**src/design/nmea_position_extractor_top_defines.svh**
```systemverilog
// assertion macros shared by the design files
`ifndef NMEA_POSITION_EXTRACTOR_TOP_DEFINES_SVH
`define NMEA_POSITION_EXTRACTOR_TOP_DEFINES_SVH

`ifndef SYNTH

// checked only outside reset
`define NPE_ASSERT(label, clk, rstn, prop, msg) \
    label: assert property (@(posedge clk) disable iff (!rstn) (prop)) else $error(msg);

// checked on every edge, reset included
`define NPE_ASSERT_ALWAYS(label, clk, prop, msg) \
    label: assert property (@(posedge clk) (prop)) else $error(msg);

`else

`define NPE_ASSERT(label, clk, rstn, prop, msg)
`define NPE_ASSERT_ALWAYS(label, clk, prop, msg)

`endif

`endif

```
**src/design/npe_pkg.sv**
```systemverilog
package npe_pkg;

    localparam int BYTE_W = 8;

    localparam logic [BYTE_W-1:0] CH_DOLLAR = 8'h24;
    localparam logic [BYTE_W-1:0] CH_G      = 8'h47;
    localparam logic [BYTE_W-1:0] CH_N      = 8'h4E;
    localparam logic [BYTE_W-1:0] CH_R      = 8'h52;
    localparam logic [BYTE_W-1:0] CH_E      = 8'h45;
    localparam logic [BYTE_W-1:0] CH_STAR   = 8'h2A;
    localparam logic [BYTE_W-1:0] CH_COMMA  = 8'h2C;
    localparam logic [BYTE_W-1:0] CH_ZERO   = 8'h30;
    localparam logic [BYTE_W-1:0] CH_NINE   = 8'h39;

    localparam int HDR_LEN = 4;
    localparam int HDR_W   = $clog2(HDR_LEN);
    localparam logic [BYTE_W-1:0] HDR_CHARS [HDR_LEN] = '{CH_DOLLAR, CH_G, CH_N, CH_R};
    localparam logic [HDR_W-1:0]  HDR_LAST  = HDR_W'(HDR_LEN - 1);

    localparam int CNT_W = 4;
    localparam logic [CNT_W-1:0] CNT_MAX     = 4'd15;
    localparam logic [CNT_W-1:0] COMMAS_OK   = 4'd13;
    localparam logic [CNT_W-1:0] LAT_LEN     = 4'd10;
    localparam logic [CNT_W-1:0] LON_LEN     = 4'd11;
    localparam logic [CNT_W-1:0] LAT_DEG_LEN = 4'd2;
    localparam logic [CNT_W-1:0] LON_DEG_LEN = 4'd3;
    localparam logic [CNT_W-1:0] LAT_POINT   = 4'd4;
    localparam logic [CNT_W-1:0] LON_POINT   = 4'd5;
    localparam logic [CNT_W-1:0] HEMI_LEN    = 4'd1;

    // field number, counted in commas seen so far
    localparam logic [CNT_W-1:0] FLD_LAT = 4'd3;
    localparam logic [CNT_W-1:0] FLD_NS  = 4'd4;
    localparam logic [CNT_W-1:0] FLD_LON = 4'd5;
    localparam logic [CNT_W-1:0] FLD_EW  = 4'd6;

    localparam int DIGIT_W   = 4;
    localparam int LAT_DEG_W = 7;
    localparam int LON_DEG_W = 10;
    localparam int MIN_W     = 24;
    localparam int LAT_E7_W  = 31;
    localparam int LON_E7_W  = 35;

    localparam int E7_W = 24;
    localparam logic [E7_W-1:0] E7 = 24'd10000000;

    // floor(x / 3) = (x * DIV3_RECIP) >> DIV3_SHIFT, exact for x < 2^27
    localparam int X5_W       = MIN_W + 3;
    localparam int RECIP_W    = 26;
    localparam int DIV3_SHIFT = 27;
    localparam logic [RECIP_W-1:0] DIV3_RECIP = 26'd44739243;
    localparam int PROD_W = X5_W + RECIP_W;
    localparam int FRAC_W = PROD_W - DIV3_SHIFT;

    localparam int RES_BITS = 3 + LAT_E7_W + LON_E7_W;
    localparam int OUT_W    = ((RES_BITS + 7) / 8) * 8;
    localparam int OUT_PAD  = OUT_W - RES_BITS;

    typedef struct packed {
        logic                 status;
        logic                 lat_valid;
        logic                 lat_neg;
        logic [LAT_DEG_W-1:0] lat_deg;
        logic [MIN_W-1:0]     lat_min;
        logic                 lon_valid;
        logic                 lon_neg;
        logic [LON_DEG_W-1:0] lon_deg;
        logic [MIN_W-1:0]     lon_min;
    } npe_fix_t;

    typedef struct packed {
        logic status;
        logic lat_valid;
        logic lat_neg;
        logic lon_valid;
        logic lon_neg;
    } npe_flags_t;

    function automatic logic [DIGIT_W-1:0] digit_of(input logic [BYTE_W-1:0] b);
        logic [BYTE_W-1:0] d;
        d = b - CH_ZERO;
        return (b >= CH_ZERO && b <= CH_NINE) ? d[DIGIT_W-1:0] : '0;
    endfunction

endpackage

```
**src/design/npe_parser.sv**
```systemverilog
`include "nmea_position_extractor_top_defines.svh"

module npe_parser (
    input  logic                         aclk,
    input  logic                         aresetn,
    input  logic                         s_tvalid,
    output logic                         s_tready,
    input  logic [npe_pkg::BYTE_W-1:0]   s_tdata,
    output npe_pkg::npe_fix_t            fix,
    output logic                         fix_valid,
    input  logic                         fix_ready
);
    import npe_pkg::*;

    logic                  accept;
    logic [DIGIT_W-1:0]    digit;
    logic                  hdr_done;
    logic                  frame_clear;
    logic                  emit;
    logic                  commas_ok;

    logic [HDR_W-1:0]      hdr_match_reg, hdr_match_next;
    logic                  in_frame_reg, in_frame_next;
    logic [CNT_W-1:0]      comma_count_reg, comma_count_next;
    logic [CNT_W-1:0]      field_length_reg, field_length_next;
    logic [LAT_DEG_W-1:0]  lat_deg_reg, lat_deg_next;
    logic [MIN_W-1:0]      lat_min_reg, lat_min_next;
    logic [1:0]            lat_ok_reg, lat_ok_next;
    logic                  lat_north_reg, lat_north_next;
    logic [LON_DEG_W-1:0]  lon_deg_reg, lon_deg_next;
    logic [MIN_W-1:0]      lon_min_reg, lon_min_next;
    logic [1:0]            lon_ok_reg, lon_ok_next;
    logic                  lon_east_reg, lon_east_next;
    npe_fix_t              fix_reg, fix_next;
    logic                  fix_vld_reg, fix_vld_next;

    assign s_tready  = !fix_vld_reg || fix_ready;
    assign accept    = s_tvalid && s_tready;
    assign digit     = digit_of(s_tdata);
    assign commas_ok = (comma_count_reg == COMMAS_OK);
    assign fix       = fix_reg;
    assign fix_valid = fix_vld_reg;

    always_comb begin
        hdr_match_next    = hdr_match_reg;
        in_frame_next     = in_frame_reg;
        comma_count_next  = comma_count_reg;
        field_length_next = field_length_reg;
        lat_deg_next      = lat_deg_reg;
        lat_min_next      = lat_min_reg;
        lat_ok_next       = lat_ok_reg;
        lat_north_next    = lat_north_reg;
        lon_deg_next      = lon_deg_reg;
        lon_min_next      = lon_min_reg;
        lon_ok_next       = lon_ok_reg;
        lon_east_next     = lon_east_reg;
        hdr_done          = 1'b0;
        frame_clear       = 1'b0;
        emit              = 1'b0;

        if (accept) begin
            if (s_tdata == HDR_CHARS[hdr_match_reg]) begin
                if (hdr_match_reg == HDR_LAST) begin
                    hdr_match_next = '0;
                    in_frame_next  = 1'b1;
                    hdr_done       = 1'b1;
                    frame_clear    = 1'b1;
                end else begin
                    hdr_match_next = hdr_match_reg + HDR_W'(1);
                end
            end else begin
                hdr_match_next = (s_tdata == CH_DOLLAR) ? HDR_W'(1) : '0;
            end

            if (!hdr_done && in_frame_reg) begin
                priority if (s_tdata == CH_STAR) begin
                    emit          = 1'b1;
                    in_frame_next = 1'b0;
                    frame_clear   = 1'b1;
                end else if (s_tdata == CH_COMMA) begin
                    if (comma_count_reg == FLD_LAT && field_length_reg == LAT_LEN)
                        lat_ok_next[0] = 1'b1;
                    if (comma_count_reg == FLD_NS && field_length_reg == HEMI_LEN)
                        lat_ok_next[1] = 1'b1;
                    if (comma_count_reg == FLD_LON && field_length_reg == LON_LEN)
                        lon_ok_next[0] = 1'b1;
                    if (comma_count_reg == FLD_EW && field_length_reg == HEMI_LEN)
                        lon_ok_next[1] = 1'b1;
                    if (comma_count_reg != CNT_MAX)
                        comma_count_next = comma_count_reg + CNT_W'(1);
                    field_length_next = '0;
                end else begin
                    // digit accumulation as x*10 + d, the point position skipped
                    priority if (comma_count_reg == FLD_LAT) begin
                        if (field_length_reg < LAT_DEG_LEN)
                            lat_deg_next = (lat_deg_reg << 3) + (lat_deg_reg << 1)
                                         + LAT_DEG_W'(digit);
                        else if (field_length_reg < LAT_LEN
                                 && field_length_reg != LAT_POINT)
                            lat_min_next = (lat_min_reg << 3) + (lat_min_reg << 1)
                                         + MIN_W'(digit);
                    end else if (comma_count_reg == FLD_NS) begin
                        if (field_length_reg == '0)
                            lat_north_next = (s_tdata == CH_N);
                    end else if (comma_count_reg == FLD_LON) begin
                        if (field_length_reg < LON_DEG_LEN)
                            lon_deg_next = (lon_deg_reg << 3) + (lon_deg_reg << 1)
                                         + LON_DEG_W'(digit);
                        else if (field_length_reg < LON_LEN
                                 && field_length_reg != LON_POINT)
                            lon_min_next = (lon_min_reg << 3) + (lon_min_reg << 1)
                                         + MIN_W'(digit);
                    end else if (comma_count_reg == FLD_EW) begin
                        if (field_length_reg == '0)
                            lon_east_next = (s_tdata == CH_E);
                    end else begin
                        lat_deg_next = lat_deg_reg;
                    end
                    if (field_length_reg != CNT_MAX)
                        field_length_next = field_length_reg + CNT_W'(1);
                end
            end
        end

        if (frame_clear) begin
            comma_count_next  = '0;
            field_length_next = '0;
            lat_deg_next      = '0;
            lat_min_next      = '0;
            lat_ok_next       = '0;
            lat_north_next    = 1'b0;
            lon_deg_next      = '0;
            lon_min_next      = '0;
            lon_ok_next       = '0;
            lon_east_next     = 1'b0;
        end
    end

    always_comb begin
        fix_next           = fix_reg;
        fix_vld_next       = fix_vld_reg && !fix_ready;
        if (emit) begin
            fix_vld_next       = 1'b1;
            fix_next.status    = !commas_ok;
            fix_next.lat_valid = commas_ok && (lat_ok_reg == 2'b11);
            fix_next.lat_neg   = !lat_north_reg;
            fix_next.lat_deg   = lat_deg_reg;
            fix_next.lat_min   = lat_min_reg;
            fix_next.lon_valid = commas_ok && (lon_ok_reg == 2'b11);
            fix_next.lon_neg   = !lon_east_reg;
            fix_next.lon_deg   = lon_deg_reg;
            fix_next.lon_min   = lon_min_reg;
        end
    end

    always_ff @(posedge aclk) begin
        if (!aresetn) begin
            hdr_match_reg    <= '0;
            in_frame_reg     <= 1'b0;
            comma_count_reg  <= '0;
            field_length_reg <= '0;
            lat_ok_reg       <= '0;
            lon_ok_reg       <= '0;
            fix_vld_reg      <= 1'b0;
        end else begin
            hdr_match_reg    <= hdr_match_next;
            in_frame_reg     <= in_frame_next;
            comma_count_reg  <= comma_count_next;
            field_length_reg <= field_length_next;
            lat_ok_reg       <= lat_ok_next;
            lon_ok_reg       <= lon_ok_next;
            fix_vld_reg      <= fix_vld_next;
        end
    end

    always_ff @(posedge aclk) begin
        lat_deg_reg    <= lat_deg_next;
        lat_min_reg    <= lat_min_next;
        lat_north_reg  <= lat_north_next;
        lon_deg_reg    <= lon_deg_next;
        lon_min_reg    <= lon_min_next;
        lon_east_reg   <= lon_east_next;
        fix_reg        <= fix_next;
    end

    `NPE_ASSERT(a_fix_from_transfer, aclk, aresetn, $rose(fix_vld_reg) |-> $past(accept), "fix captured without a byte transfer")
    `NPE_ASSERT(a_fix_closes_frame, aclk, aresetn, $rose(fix_vld_reg) |-> !in_frame_reg, "frame still open after a result")
    `NPE_ASSERT(a_frame_starts_clean, aclk, aresetn, $rose(in_frame_reg) |-> (comma_count_reg == '0) && (field_length_reg == '0) && (lat_ok_reg == '0) && (lon_ok_reg == '0), "new frame not cleared")

endmodule

```
**config.mk**
```make
export PLATFORM = sky130hd
export DESIGN_NAME = npe_parser
export DESIGN_NICKNAME = d
export VERILOG_FILES = /design/src/design/npe_pkg.sv /design/src/design/npe_parser.sv
export VERILOG_INCLUDE_DIRS = /design/src /design/src/design
export SDC_FILE = /design/constraint.sdc
export NUM_CORES = 1
export LEC_CHECK = 0
export BUFFER_PORTS_ARGS = -buffer_cell sky130_fd_sc_hd__buf_4
export CORE_MARGIN = 4
export CORE_UTILIZATION = 55
export CTS_BUF_LIST = sky130_fd_sc_hd__clkbuf_8
export CTS_CLUSTER_DIAMETER = 60
export DETAILED_ROUTE_END_ITERATION = 8
export PLACE_DENSITY = 0.87
export SLEW_MARGIN = 0
export SYNTH_ARGS = -nofsm -noshare
export SYNTH_HDL_FRONTEND = slang
export SYNTH_SLANG_ARGS = --single-unit
```
**constraint.sdc**
```tcl
create_clock -name aclk -period 4 [get_ports aclk]
set_clock_uncertainty 0.15 [all_clocks]
set_input_delay 0.2 -clock aclk [delete_from_list [all_inputs] [get_ports aclk]]
set_output_delay 0.2 -clock aclk [all_outputs]
set_load 0.01 [all_outputs]
```
==> impl_metrics.py <==
metrics = {
    "run_status": {
        "outcome": "completed",
    },
    "global_route": {
        "track_usage_pct": 21.5,
        "grt_max_degree": 57,
        "grt_pass1_wl_um": 31500,
        "first_global_vias": 6675,
        "antenna_found_initial": 0,
        "overflow": 0,
    },
    "min_path": {
        "hp-class": "in2reg",
        "worstHoldPathCells": 4,
        "holdCritStartpoint": "s_tdata[2]",
        "hold_end": "lat_north_reg$_SDFFE_PP0P_",
    },
    "setup_path": {
        "crit_top_cell": "a21oi_1",
        "max_stage_delay_ps": 520,
        "crit_slowest_cell": "dlygate4sd3_1",
        "crit_type": "in2reg",
        "critPathCaptureType": "flop",
        "start_kind": "input port",
        "crit_buf_inv": 3,
        "r2r_end": "lat_min_reg[17]$_SDFFE_PP0P_",
        "worstRegToRegCells": 12,
        "cpLargestDelayFamily": "compound AO/OA/AOI/OAI gates",
        "cp-startpoint": "s_tdata[5]",
        "cp_num_cells": 18,
        "worstPathRequired_ps": 4170,
        "crit_arrival_ps": 3950,
        "crit_fanout": 4,
        "ff2ff_setup_slack_ps": 820,
        "cp_cell_sequence": "dlygate4sd3_1, buf_4, nand2b_1, nor3b_2, buf_4, nand3_1, xnor2_1, ha_1, a21o_1, ha_1, a21o_1, a21oi_1, o21ai_1, a21oi_1, o21ai_1, o311ai_0, o311a_1, a21oi_1",
        "r2r_start": "lat_min_reg[0]$_SDFFE_PP0P_",
    },
    "pwr": {
        "vdd_drop_max_mv": 0.343,
        "power_density_nw_per_um2": 286,
        "p_leak_nw": 4.47,
        "p_total_mw": 2.91,
    },
    "place": {
        "placed_area_um2": 9650,
        "place_congestion": 0.936,
        "portBuffers": 83,
        "dpl.hpwl_um": 13800,
        "dp.cells": 1143,
    },
    "clocking": {
        "clock_path_buffers": 2,
        "post-cts-setup-buffer-count": 0,
        "root_buffer": "clkbuf_8",
        "cts.sinks": 153,
        "numCtsBuffers": 17,
        "h-tree-depth": 4,
        "cts.reportedPaths.clkPinSlew_ps": 80,
        "worstSkewPairLatency_ps": 460,
        "cts_tree": "done",
    },
    "timing": {
        "period_needed_ps": 3780,
        "finalSetupViolations": 0,
        "worstMarginPinSlew_ps": 796,
        "slew_viol_final": 0,
        "fmax_mhz": 265,
        "hold_viol_final": 0,
        "rsz0062_at_grt": "false",
        "fin_crit_sh_pct": 94.5,
        "tns_ps": 0,
        "max_slew_margin_pct": 46.2,
        "whs_ps": 11.1,
    },
    "yosys": {
        "synth_top_flop_cell": "dfxtp_1",
        "ys_warn_count": 0,
        "ys_async_sr_fraction_pct": 0,
        "ys_ff_latch": 153,
        "ys_seq_area_share_pct": 43.0,
        "syn-num-nets": 996,
        "avgSynthCellArea_um2": 10.2,
        "syn_area_um2": 8760,
        "synth_cell_type_count": 71,
        "synth_edf_count": 70,
        "syn_inst": 859,
    },
    "routing": {
        "drt_first_iter_violations": 394,
        "vias": 6789,
        "vias_per_cell": 5.74,
        "drt-pass1-iter-count": 5,
        "drc": 0,
        "finalWirelength_um": 19000,
        "avgRoutedWirePerCell_um": 16.0,
        "antenna_left": 0,
    },
    "layout": {
        "syn2layout_area_growth_pct": 16.1,
        "fin_cells": 1182,
        "layout-drive-gt1-share_pct": 15.3,
        "num-fill-cells": 1189,
        "largest_reg_flops": 70,
        "final_nets": 1095,
        "n_antenna_cell": 0,
        "layout_commonest_cell": "ha_1",
        "layout_common_cells": "ha_1, nand2_1, buf_4",
        "design_area_um2": 10200,
    },
    "die": {
        "ios": 84,
        "die_y_um": 134,
        "start_util_pct": 56.8,
        "die_x_um": 134,
        "die_area_um2": 18000,
        "rows": 45,
        "core_area_um2": 15400,
    },
    "job": {
        "maxCapViolations": 0,
    },
}
[worst max path at each step]
stage | end
final | lat_min_reg[17]$_SDFFE_PP0P_
after detailed placement | lat_min_reg[22]$_SDFFE_PP0P_
after floorplan | lon_min_reg[22]$_SDFFE_PP0P_
after global placement | lat_min_reg[22]$_SDFFE_PP0P_
after global routing | lat_min_reg[17]$_SDFFE_PP0P_
after CTS | lat_min_reg[22]$_SDFFE_PP0P_
[logic make-up after synthesis]
| group | count (synthesis) | share of synthesized area, % |
|---|---|---|
| AOI/OAI and AO/OA | 207 | 15.1 |
| xor gates and xnor gates | 61 | 6.10 |
| adders and majority gates | 125 | 18.2 |
| buffers and inverters | 45 | 2.24 |
| DFF | 153 | 43.0 |
| muxes | 10 | 1.14 |
| and+or+nand+nor | 258 | 14.3 |
[where the power goes]
part           internal, mW  switching [mW]
logic                0.0183          0.0198
registers              1.62        0.000715
clock network         0.689           0.566
total                  2.33           0.586
[worst reg2reg max path, delay by kind of cell, from the launching register on]
family | cells | cell delay [ps]
XOR/XNOR | 1 | 110
adder cells (fa/ha/maj) | 2 | 410
AO/OA/AOI/OAI | 9 | 1960
flip-flops | 1 | 420
[Yosys cell counts, types with 9 or more instances]
| master | instances | share of area (%) |
|---|---|---|
| a21oi_1 | 84 | 4.8 |
| and3_1 | 13 | 0.93 |
| mux2i_1 | 10 | 1.1 |
| o21ai_0 | 28 | 1.6 |
| edfxtp_1 | 70 | 24 |
| a211oi_1 | 16 | 1.4 |
| a21o_1 | 23 | 2.0 |
| ha_1 | 121 | 17 |
| nor2_1 | 55 | 2.4 |
| nand3_1 | 14 | 0.80 |
| dfxtp_1 | 83 | 19 |
| nand2b_1 | 9 | 0.64 |
| inv_1 | 19 | 0.81 |
| nand4_1 | 9 | 0.64 |
| xor2_1 | 23 | 2.3 |
| nand2_1 | 107 | 4.6 |
| buf_2 | 16 | 0.91 |
| xnor2_1 | 38 | 3.8 |
[cell type report]
cell class / count / area [µm²] / share of cell area, %
multi-input cells: 661 / 4830 / 47.5
clock buffers: 18 / 248 / 2.44
repair buffers: 106 / 813 / 8.00
flip-flops and latches: 153 / 3760 / 37.0
well taps: 211 / 264 / 2.60
clock inverters: 14 / 183 / 1.80
inverters: 19 / 71.3 / 0.701
[through the flow]
step	utilization, %	worst slack [ps]
2_1_floorplan	-	428
3_3_place_gp	62.5	112
3_5_place_dp	62.5	4.57
4_1_cts	65.8	28.7
5_1_grt	65.9	34.2
6_report	65.9	221
[layer usage]
| layer | track usage [%] | part of all wire [%] | up-vias |
|---|---|---|---|
| met5 | 0 | 0 | - |
| met4 | 7.01 | 1.9 | 0 |
| met3 | 4.54 | 4.6 | 34 |
| met2 | 37.3 | 50 | 170 |
| met1 | 26.8 | 43 | 3244 |
| li1 | - | - | 3341 |
[what timing repair did]
item,4_1_cts,5_1_grt
hold buffers,7,0
setup endpoints to repair,0,9
hold endpoints to repair,5,0
resized for setup,0,8
Power figures use the tool's default switching activity.
